===== config.mk =====
export PLATFORM = sky130hd
export DESIGN_NAME = telemetry_frame_builder
export DESIGN_NICKNAME = d
export VERILOG_FILES = /design/src/hw/rtl/tfb_pkg.sv /design/src/hw/rtl/tfb_digit_store.sv /design/src/hw/rtl/telemetry_frame_builder.sv
export SDC_FILE = /design/constraint.sdc
export NUM_CORES = 1
export LEC_CHECK = 0
export BUFFER_PORTS_ARGS = -buffer_cell sky130_fd_sc_hd__buf_4
export CORE_MARGIN = 1.5
export CORE_UTILIZATION = 43
export DETAILED_ROUTE_END_ITERATION = 16
export GPL_ROUTABILITY_DRIVEN = 0
export PLACE_DENSITY = 0.58
export SLEW_MARGIN = 10
export SYNTH_ARGS = -nofsm -noshare
export SYNTH_HDL_FRONTEND = slang
export SYNTH_SLANG_ARGS = --single-unit

===== constraint.sdc =====
create_clock -name clk -period 4.92 [get_ports clk]
set_input_delay 0.738 -clock clk [delete_from_list [all_inputs] [get_ports clk]]
set_output_delay 0.738 -clock clk [all_outputs]
set_load 0.05 [all_outputs]

===== src/hw/rtl/tfb_pkg.sv =====
package tfb_pkg;

  localparam int DISPLAY_SLOTS_DEF = 8;
  localparam int ERROR_SLOTS_DEF   = 8;

  localparam int MODE_W  = 2;
  localparam int SLOT_W  = 4;
  localparam int VALUE_W = 14;
  localparam int BYTE_W  = 8;
  localparam int DIGIT_W = 4;
  localparam int SUM_W   = 7;

  typedef logic [MODE_W-1:0] mode_t;

  localparam mode_t MODE_POWER   = 2'd0;
  localparam mode_t MODE_STATE   = 2'd1;
  localparam mode_t MODE_DISPLAY = 2'd2;
  localparam mode_t MODE_ERROR   = 2'd3;

  localparam logic [BYTE_W-1:0] CH_STAR = 8'h2A;
  localparam logic [BYTE_W-1:0] CH_P    = 8'h50;
  localparam logic [BYTE_W-1:0] CH_S    = 8'h53;
  localparam logic [BYTE_W-1:0] CH_D    = 8'h44;
  localparam logic [BYTE_W-1:0] CH_E    = 8'h45;
  localparam logic [BYTE_W-1:0] CH_C    = 8'h43;
  localparam logic [BYTE_W-1:0] CH_HASH = 8'h23;
  localparam logic [BYTE_W-1:0] CH_ZERO = 8'h30;

  localparam logic [VALUE_W-1:0] POWER_MAX = 14'd9999;
  localparam logic [VALUE_W-1:0] STATE_MAX = 14'd99;
  localparam logic [DIGIT_W-1:0] DIGIT_MAX = 4'd9;
  localparam logic [SUM_W-1:0]   SUM_MAX   = 7'd99;

  typedef enum logic [2:0] {
    ST_IDLE,
    ST_STAR,
    ST_KIND,
    ST_DIGIT,
    ST_CHECK,
    ST_SUM_HI,
    ST_SUM_LO,
    ST_END
  } fsm_t;

  typedef logic [1:0] place_t;

  localparam place_t PLACE_THOU = 2'd0;
  localparam place_t PLACE_HUND = 2'd1;
  localparam place_t PLACE_TENS = 2'd2;
  localparam place_t PLACE_ONES = 2'd3;

  typedef struct packed {
    logic [DIGIT_W-1:0] digit;
    logic [VALUE_W-1:0] rest;
  } split_t;

  function automatic logic [VALUE_W-1:0] place_scale(place_t p);
    logic [VALUE_W-1:0] s;
    unique case (p)
      PLACE_THOU: s = 14'd1000;
      PLACE_HUND: s = 14'd100;
      PLACE_TENS: s = 14'd10;
      PLACE_ONES: s = 14'd1;
      default: s = 14'd1;
    endcase
    return s;
  endfunction

  // leading decimal digit at one place, by compare against its nine multiples
  function automatic split_t split_digit(logic [VALUE_W-1:0] rem, place_t p);
    logic [VALUE_W-1:0] scl;
    logic [VALUE_W-1:0] prod;
    split_t r;
    scl = place_scale(p);
    prod = '0;
    r.digit = '0;
    for (int k = 1; k <= 9; k++) begin
      if (rem >= VALUE_W'(k) * scl) begin
        r.digit = DIGIT_W'(k);
        prod = VALUE_W'(k) * scl;
      end
    end
    r.rest = rem - prod;
    return r;
  endfunction

endpackage


===== src/hw/rtl/tfb_digit_store.sv =====
module tfb_digit_store #(
  parameter int DEPTH = tfb_pkg::DISPLAY_SLOTS_DEF,
  localparam int AW = (DEPTH > 1) ? $clog2(DEPTH) : 1
) (
  input  logic                        clk,
  input  logic                        rst_n,
  input  logic                        wr_en,
  input  logic [AW-1:0]               wr_addr,
  input  logic [tfb_pkg::DIGIT_W-1:0] wr_data,
  input  logic                        rd_en,
  input  logic [AW-1:0]               rd_addr,
  output logic [tfb_pkg::DIGIT_W-1:0] rd_data
);
  import tfb_pkg::*;

  logic [DIGIT_W-1:0] digits_mem [DEPTH];
  logic [DEPTH-1:0]   vld_r;
  logic [DIGIT_W-1:0] rd_data_r;
  logic               rd_vld_r;

  always_ff @(posedge clk) begin
    if (wr_en) begin
      digits_mem[wr_addr] <= wr_data;
    end
    if (rd_en) begin
      rd_data_r <= digits_mem[rd_addr];
    end
  end

  // entries never written read as zero
  always_ff @(posedge clk) begin
    if (!rst_n) begin
      vld_r    <= '0;
      rd_vld_r <= 1'b0;
    end else begin
      if (wr_en) begin
        vld_r[wr_addr] <= 1'b1;
      end
      if (rd_en) begin
        rd_vld_r <= vld_r[rd_addr];
      end
    end
  end

  assign rd_data = rd_vld_r ? rd_data_r : '0;

endmodule


===== src/hw/rtl/telemetry_frame_builder.sv =====
// channel | ports                                   | direction
// in      | in_valid in_ready in_mode in_slot in_value | request in
// out     | out_valid out_ready out_frame_byte out_last_byte | frame bytes out
//
// one request at a time; a frame is sent one byte per cycle while out_ready is high, from an output register
// a frame holds 10 bytes for power, 8 for state, slot count plus 6 otherwise
// the sequencer walks the digit store one entry per byte through its registered read port
// synchronous active-low reset; digit store entries read as zero until written
// out_ready low while a byte is held freezes the sequencer and the store read port
module telemetry_frame_builder #(
  parameter int DISPLAY_SLOTS = tfb_pkg::DISPLAY_SLOTS_DEF,
  parameter int ERROR_SLOTS   = tfb_pkg::ERROR_SLOTS_DEF
) (
  input  logic                        clk,
  input  logic                        rst_n,
  input  logic                        in_valid,
  output logic                        in_ready,
  input  logic [tfb_pkg::MODE_W-1:0]  in_mode,
  input  logic [tfb_pkg::SLOT_W-1:0]  in_slot,
  input  logic [tfb_pkg::VALUE_W-1:0] in_value,
  output logic                        out_valid,
  input  logic                        out_ready,
  output logic [tfb_pkg::BYTE_W-1:0]  out_frame_byte,
  output logic                        out_last_byte
);
  import tfb_pkg::*;

  localparam int DAW = (DISPLAY_SLOTS > 1) ? $clog2(DISPLAY_SLOTS) : 1;
  localparam int EAW = (ERROR_SLOTS > 1) ? $clog2(ERROR_SLOTS) : 1;
  localparam int MAX_SLOTS = (DISPLAY_SLOTS > ERROR_SLOTS) ? DISPLAY_SLOTS : ERROR_SLOTS;
  localparam int IW = (MAX_SLOTS > 1) ? $clog2(MAX_SLOTS) : 1;

  fsm_t               state_r, state_nxt;
  mode_t              kind_r;
  logic [VALUE_W-1:0] rem_r;
  place_t             place_r;
  logic [IW-1:0]      idx_r;
  logic [SUM_W-1:0]   sum_r;
  logic               out_valid_r;
  logic [BYTE_W-1:0]  out_byte_r, byte_nxt;
  logic               out_last_r, last_nxt;

  logic               in_fire, advance, go;
  logic               slot_kind, digit_last;
  logic [IW-1:0]      last_idx, rd_idx;
  logic [SLOT_W-1:0]  slot_m1;
  logic               slot_ok_d, slot_ok_e;
  logic [DIGIT_W-1:0] wr_digit;
  logic               rd_en;
  logic [DIGIT_W-1:0] disp_rd, err_rd, store_digit, cur_digit;
  logic [VALUE_W-1:0] val_sat;
  logic [SUM_W-1:0]   sum_sat;
  split_t             split;

  assign in_ready  = (state_r == ST_IDLE);
  assign in_fire   = in_valid && in_ready;
  assign advance   = !out_valid_r || out_ready;
  assign go        = advance && (state_r != ST_IDLE);
  assign slot_kind = (kind_r == MODE_DISPLAY) || (kind_r == MODE_ERROR);

  // store update at accept
  assign slot_m1   = in_slot - SLOT_W'(1);
  assign slot_ok_d = (in_mode == MODE_DISPLAY) && (in_slot != '0) &&
                     (in_slot <= SLOT_W'(DISPLAY_SLOTS));
  assign slot_ok_e = (in_mode == MODE_ERROR) && (in_slot != '0) &&
                     (in_slot <= SLOT_W'(ERROR_SLOTS));
  assign wr_digit  = (in_value > VALUE_W'(DIGIT_MAX)) ? DIGIT_MAX : in_value[DIGIT_W-1:0];

  assign last_idx  = (kind_r == MODE_ERROR) ? IW'(ERROR_SLOTS - 1) : IW'(DISPLAY_SLOTS - 1);
  assign rd_idx    = (state_r == ST_KIND) ? '0 : idx_r + IW'(1);
  assign rd_en     = go && slot_kind &&
                     ((state_r == ST_KIND) || ((state_r == ST_DIGIT) && (idx_r != last_idx)));

  tfb_digit_store #(.DEPTH(DISPLAY_SLOTS)) u_disp_store (
    .clk     (clk),
    .rst_n   (rst_n),
    .wr_en   (in_fire && slot_ok_d),
    .wr_addr (slot_m1[DAW-1:0]),
    .wr_data (wr_digit),
    .rd_en   (rd_en && (kind_r == MODE_DISPLAY)),
    .rd_addr (rd_idx[DAW-1:0]),
    .rd_data (disp_rd)
  );

  tfb_digit_store #(.DEPTH(ERROR_SLOTS)) u_err_store (
    .clk     (clk),
    .rst_n   (rst_n),
    .wr_en   (in_fire && slot_ok_e),
    .wr_addr (slot_m1[EAW-1:0]),
    .wr_data (wr_digit),
    .rd_en   (rd_en && (kind_r == MODE_ERROR)),
    .rd_addr (rd_idx[EAW-1:0]),
    .rd_data (err_rd)
  );

  assign store_digit = (kind_r == MODE_ERROR) ? err_rd : disp_rd;
  assign split       = split_digit(rem_r, place_r);
  assign cur_digit   = slot_kind ? store_digit : split.digit;
  assign digit_last  = slot_kind ? (idx_r == last_idx) : (place_r == PLACE_ONES);
  assign sum_sat     = (sum_r > SUM_MAX) ? SUM_MAX : sum_r;

  always_comb begin
    if (in_mode == MODE_POWER) begin
      val_sat = (in_value > POWER_MAX) ? POWER_MAX : in_value;
    end else begin
      val_sat = (in_value > STATE_MAX) ? STATE_MAX : in_value;
    end
  end

  always_comb begin
    state_nxt = state_r;
    unique case (state_r)
      ST_IDLE:   if (in_fire) state_nxt = ST_STAR;
      ST_STAR:   if (go) state_nxt = ST_KIND;
      ST_KIND:   if (go) state_nxt = ST_DIGIT;
      ST_DIGIT:  if (go && digit_last) state_nxt = ST_CHECK;
      ST_CHECK:  if (go) state_nxt = ST_SUM_HI;
      ST_SUM_HI: if (go) state_nxt = ST_SUM_LO;
      ST_SUM_LO: if (go) state_nxt = ST_END;
      ST_END:    if (go) state_nxt = ST_IDLE;
      default:   state_nxt = ST_IDLE;
    endcase
  end

  always_comb begin
    byte_nxt = '0;
    last_nxt = 1'b0;
    unique case (state_r)
      ST_IDLE:   byte_nxt = '0;
      ST_STAR:   byte_nxt = CH_STAR;
      ST_KIND: begin
        unique case (kind_r)
          MODE_POWER:   byte_nxt = CH_P;
          MODE_STATE:   byte_nxt = CH_S;
          MODE_DISPLAY: byte_nxt = CH_D;
          MODE_ERROR:   byte_nxt = CH_E;
          default:      byte_nxt = CH_E;
        endcase
      end
      ST_DIGIT:  byte_nxt = CH_ZERO + BYTE_W'(cur_digit);
      ST_CHECK:  byte_nxt = CH_C;
      ST_SUM_HI: byte_nxt = CH_ZERO + BYTE_W'(split.digit);
      ST_SUM_LO: byte_nxt = CH_ZERO + BYTE_W'(split.digit);
      ST_END: begin
        byte_nxt = CH_HASH;
        last_nxt = 1'b1;
      end
      default:   byte_nxt = '0;
    endcase
  end

  always_ff @(posedge clk) begin
    if (!rst_n) begin
      state_r     <= ST_IDLE;
      out_valid_r <= 1'b0;
    end else begin
      state_r <= state_nxt;
      if (go) begin
        out_valid_r <= 1'b1;
      end else if (out_ready) begin
        out_valid_r <= 1'b0;
      end
    end
  end

  always_ff @(posedge clk) begin
    if (go) begin
      out_byte_r <= byte_nxt;
      out_last_r <= last_nxt;
    end
    if (in_fire) begin
      kind_r  <= in_mode;
      rem_r   <= val_sat;
      place_r <= (in_mode == MODE_POWER) ? PLACE_THOU : PLACE_TENS;
      idx_r   <= '0;
      sum_r   <= '0;
    end else if (go) begin
      unique case (state_r)
        ST_DIGIT: begin
          sum_r <= sum_r + SUM_W'(cur_digit);
          if (slot_kind) begin
            idx_r <= idx_r + IW'(1);
          end else begin
            rem_r   <= split.rest;
            place_r <= place_r + 2'd1;
          end
        end
        ST_CHECK: begin
          rem_r   <= VALUE_W'(sum_sat);
          place_r <= PLACE_TENS;
        end
        ST_SUM_HI: begin
          rem_r   <= split.rest;
          place_r <= place_r + 2'd1;
        end
        default: begin
        end
      endcase
    end
  end

  assign out_valid      = out_valid_r;
  assign out_frame_byte = out_byte_r;
  assign out_last_byte  = out_last_r;

`ifndef NO_ASSERTIONS
  a_last_is_hash: assert property (@(posedge clk) disable iff (!rst_n)
    out_valid && out_last_byte |-> out_frame_byte == CH_HASH)
    else $error("last byte is not the closing mark");

  a_star_opens: assert property (@(posedge clk) disable iff (!rst_n)
    go && state_r == ST_STAR |=> out_valid && out_frame_byte == CH_STAR && !out_last_byte)
    else $error("frame does not open with star");

  a_sum_two_digits: assert property (@(posedge clk) disable iff (!rst_n)
    state_r == ST_SUM_HI |-> rem_r <= VALUE_W'(SUM_MAX))
    else $error("checksum exceeds two digits");

  a_no_accept_busy: assert property (@(posedge clk) disable iff (!rst_n)
    in_fire |=> !in_ready && state_r == ST_STAR)
    else $error("request accepted while framing");
`endif

endmodule

==> impl_metrics.csv <==
group,metric,value,unit
setup_path,crit_fanout,9,
layout,finalNetCount,1249,
floorplanning,row_count,52,
synth,synth.avg_cell_area,9.15,sq um
sta,tightest_slew,1.13,ns
run_status,violations,"negative setup slack",
place,place_area,0.0103,sq mm
power_and_ir_drop,vdd_ir_drop_max,414,uV
synth,synthSimpleGateAreaFrac,20.7,%
floorplanning,dieArea,0.0218,sq mm
sta,fin_skew,0.0125,ns
power_and_ir_drop,seq_power_share,17.1,%
setup_path,critical_path.startpoint,"place_r[1]$_DFFE_PP_",
power_and_ir_drop,swShare,44.8,%
synth,synth_edf_count,98,
setup_path,arrival,5.15,ns
clocking,postCtsHoldBufs,0,
layout,design_area,0.0115,sq mm
setup_path,end_kind,"flip-flop",
synth,yosys-top-cells-area,"edfxtp_1 (33%), ha_1 (12%), dfxtp_1 (7.1%), nand2_1 (4.8%), nor2_1 (4.8%)",
place,portBuffers,33,
floorplanning,die_h,147,um
synth,yosysWarnings,0,
drt,drt_first_pass_iters,5,
clocking,cts_sinks,130,
global_routing,grt_pass1_vias,7771,
layout,multi_input_comb_area,0.00543,sq mm
synth,ys_types,81,
synth,synth_xor_area_share,2.05,%
power_and_ir_drop,pwr-share-clk,14.1,%
setup_path,required,5.08,ns
synth,synthAdderAreaFrac,12.4,%
synth,synth_cells,981,
layout,drive_above_1_share,26.1,%
run_status,run_status,"finished, violations left",
drt,vias,8212,
hold_path,hold_start,"u_err_store.vld_r[5]$_SDFFE_PN0P_",
setup_path,path_class,"flip-flop to flip-flop",
floorplanning,die_x,147,um
synth,async_flop_share,0,%
drt,drt_iter0_markers,577,
global_routing,grt_pass1_wl,42300,um
sta,min_period,4.99,ns
global_routing,grt.total_usage,25.3,%
synth,ys_ff_latch,130,
sta,period_share,101,%
synth,syn_area,0.00898,sq mm
synth,synth_top_family_by_area,"simple AND/OR/NAND/NOR gates",
sta,slew_violations,0,
drt,wl,27500,um
clocking,cts_tree,"done",
sta,worst_slack,-0.0715,ns
clocking,cts_max_level,4,
synth,synth_nets,1093,
global_routing,grt_overflow_total,0,
drt,postRouteAntennaNets,0,
sta,fmax,200,MHz
drt,via_per_inst,5.78,
clocking,clk_latency,0.42,ns
layout,regArea,0.00358,sq mm
clocking,cts-root-buf,"clkbuf_16",
sta,rsz0062_at_grt,"yes",
synth,synth_ff_type,"edfxtp_1",
setup_path,worstReg2RegStart,"place_r[1]$_DFFE_PP_",
drt,routedWlPerCell,19.3,um
sta,relSlewSlack,24.3,%
power_and_ir_drop,leakage,4.70,nW
synth,yosysTopAreaCell,"edfxtp_1",
sta,setup_viol,4,
power_and_ir_drop,p_comb_share,68.8,%
synth,synth_top_area_share,32.8,%
setup_path,cp-start-kind,"flip-flop",
floorplanning,io_pins,35,
floorplanning,core,0.0204,sq mm
global_routing,grt_max_degree,28,
clocking,cts.clk_slew.worst_paths,0.07,ns
clocking,numCtsBuffers,17,
clocking,clockBufferDepth,2,
job,maxCapViolations,0,
layout,n_antenna_cell,0,
synth,synthMuxAreaShare,3.02,%
drt,drc,0,
power_and_ir_drop,switchingPower,4.40,mW
global_routing,antenna_found_initial,0,
power_and_ir_drop,intPower,5.41,mW
sta,hold_viol_final,0,
place,pre_cts_slack,-0.201,ns
place,hpwl,20600,um
layout,area_delta_synth_final,28.1,%
synth,seq_area_frac_synth,39.9,%
layout,nFillCells,1800,
floorplanning,initial_core_util,44.1,%
synth,synth_compound_area_share,18.1,%
power_and_ir_drop,p_per_area,853,mW/mm^2
hold_path,hp-class,"flip-flop to flip-flop",
## path summary, 6_finish.rpt
kind,endpoint,slack [ns],depth (start not counted)
worst max-delay path,rem_r[13]$_DFFE_PP_,-0.07,24
worst min-delay path,u_err_store.vld_r[5]$_SDFFE_PN0P_,0.47,2
worst max register to register,rem_r[13]$_DFFE_PP_,-0.07,24
worst min register to register,u_err_store.vld_r[5]$_SDFFE_PN0P_,0.47,2
## flip-flops by register name (all words and copies together) (netlist names)
signal                   cells
idx_r                        3
kind_r                       2
out_frame_byte               7
out_last_byte                1
out_valid                    1
place_r                      2
rem_r                       14
state_r                      3
sum_r                        7
u_disp_store.digits_mem     32
u_disp_store.rd_data_r       4
u_disp_store.rd_vld_r        1
u_disp_store.vld_r           8
u_err_store.digits_mem      32
u_err_store.rd_data_r        4
u_err_store.rd_vld_r         1
u_err_store.vld_r            8
## layer usage
metal,global-route usage [%],wire [um]
met1,33.2,11700
met5,0,0
met2,40.9,12900
met4,10.9,1070
met3,4.57,1810
## cells in the mapped netlist (5+ instances only)
| cell | count |
|---|---|
| a21o_1 | 19 |
| a21oi_1 | 62 |
| a221oi_1 | 5 |
| a22oi_1 | 6 |
| a31oi_1 | 7 |
| and2_1 | 6 |
| and3_1 | 6 |
| buf_1 | 6 |
| buf_2 | 5 |
| clkbuf_1 | 21 |
| dfxtp_1 | 32 |
| edfxtp_1 | 98 |
| ha_1 | 86 |
| inv_1 | 41 |
| mux2i_1 | 26 |
| nand2_1 | 114 |
| nand2b_1 | 11 |
| nand3_1 | 57 |
| nand4_1 | 9 |
| nor2_1 | 114 |
| nor2b_1 | 20 |
| nor3_1 | 25 |
| nor4_1 | 8 |
| o211ai_1 | 13 |
| o21a_1 | 7 |
| o21ai_0 | 33 |
| o21ai_1 | 13 |
| o22ai_1 | 9 |
| o31ai_1 | 7 |
| or2_2 | 8 |
| xnor2_1 | 12 |
| xor2_1 | 9 |
## cell type report
class / instances / share of cell area (%)
clock buffer: 20 / 3.80
sequential: 130 / 31.2
multi-input combinational: 768 / 47.2
timing repair buffer: 174 / 11.5
inverter: 46 / 1.62
clock inverter: 12 / 1.78
tap: 270 / 2.94
## worst max-delay path: stages, from the launching register on
cell	delay, ns
edfxtp_1	0.48
buf_4	0.18
buf_4	0.12
buf_4	0.18
ha_1	0.40
nand3_1	0.11
nor2_2	0.16
o221ai_2	0.10
and4b_1	0.23
o41ai_4	0.40
buf_4	0.22
inv_4	0.05
nor3_4	0.21
buf_4	0.14
a221oi_2	0.06
ha_1	0.36
o21ai_2	0.10
a21boi_4	0.16
o21ai_2	0.08
buf_4	0.14
a211oi_4	0.27
nor3b_2	0.08
o31ai_1	0.29
xnor2_1	0.15
o21ai_1	0.07
## power groups by stage
stage	Sequential [mW]	Combinational, mW	Clock, mW
5_1_grt	1.70	7.32	1.44
4_1_cts	1.67	5.91	1.39
6_report	1.68	6.75	1.38
3_3_place_gp	1.69	5.79	0
2_1_floorplan	1.74	3.48	0
3_5_place_dp	1.69	5.79	0
## layout by cell type (no fill, tap or decap), types with 4 or more instances in the layout
| master | Yosys | layout |
|---|---|---|
| a21o_1 | 19 | 18 |
| a21oi_1 | 62 | 57 |
| a21oi_2 | 1 | 6 |
| a22oi_1 | 6 | 5 |
| a31oi_1 | 7 | 6 |
| and2_1 | 6 | 6 |
| and3_1 | 6 | 6 |
| buf_4 | 2 | 171 |
| bufinv_16 | 0 | 5 |
| clkbuf_16 | 0 | 17 |
| dfxtp_1 | 32 | 32 |
| edfxtp_1 | 98 | 98 |
| ha_1 | 86 | 72 |
| ha_2 | 0 | 6 |
| ha_4 | 0 | 8 |
| inv_1 | 41 | 37 |
| inv_2 | 4 | 4 |
| mux2i_1 | 26 | 26 |
| nand2_1 | 114 | 110 |
| nand2b_1 | 11 | 11 |
| nand3_1 | 57 | 55 |
| nand4_1 | 9 | 9 |
| nor2_1 | 114 | 111 |
| nor2b_1 | 20 | 18 |
| nor3_1 | 25 | 24 |
| nor4_1 | 8 | 8 |
| o211ai_1 | 13 | 13 |
| o21a_1 | 7 | 7 |
| o21ai_0 | 33 | 26 |
| o21ai_1 | 13 | 13 |
| o21ai_2 | 2 | 9 |
| o22ai_1 | 9 | 8 |
| o31ai_1 | 7 | 6 |
| or2_2 | 8 | 7 |
| xnor2_1 | 12 | 11 |
| xor2_1 | 9 | 9 |
## per-stage QoR
step	utilization, %	instances	hold WS [ns]	power (mW)	setup TNS (ns)
global route	56.5	1420	0.496	10.5	-1.23
global placement	50.8	1367	0.448	7.48	-0.997
CTS	54.3	1401	0.471	8.97	-0.0378
detailed placement	50.8	1367	0.461	7.48	-0.899
floorplan	-	981	0.440	5.22	-0.00541
finish	56.5	1420	0.466	9.81	-0.0890
## timing repair
item                                    in CTS  in global routing
cloned                                       0                  1
pin swaps                                    4                 38
endpoints found under the setup margin       7                 12
setup buffers                                2                 18
gates resized for setup                     13                 64
## cell families after synthesis
group | after synthesis
buffers and inverters | 83
flip-flops | 130
multiplexers | 27
AND/OR/NAND/NOR | 395
XOR/XNOR | 21
other | 1
adder cells (fa/ha/maj) | 88
AO/OA/AOI/OAI | 236
No activity file was read; power rests on OpenSTA's default activity.
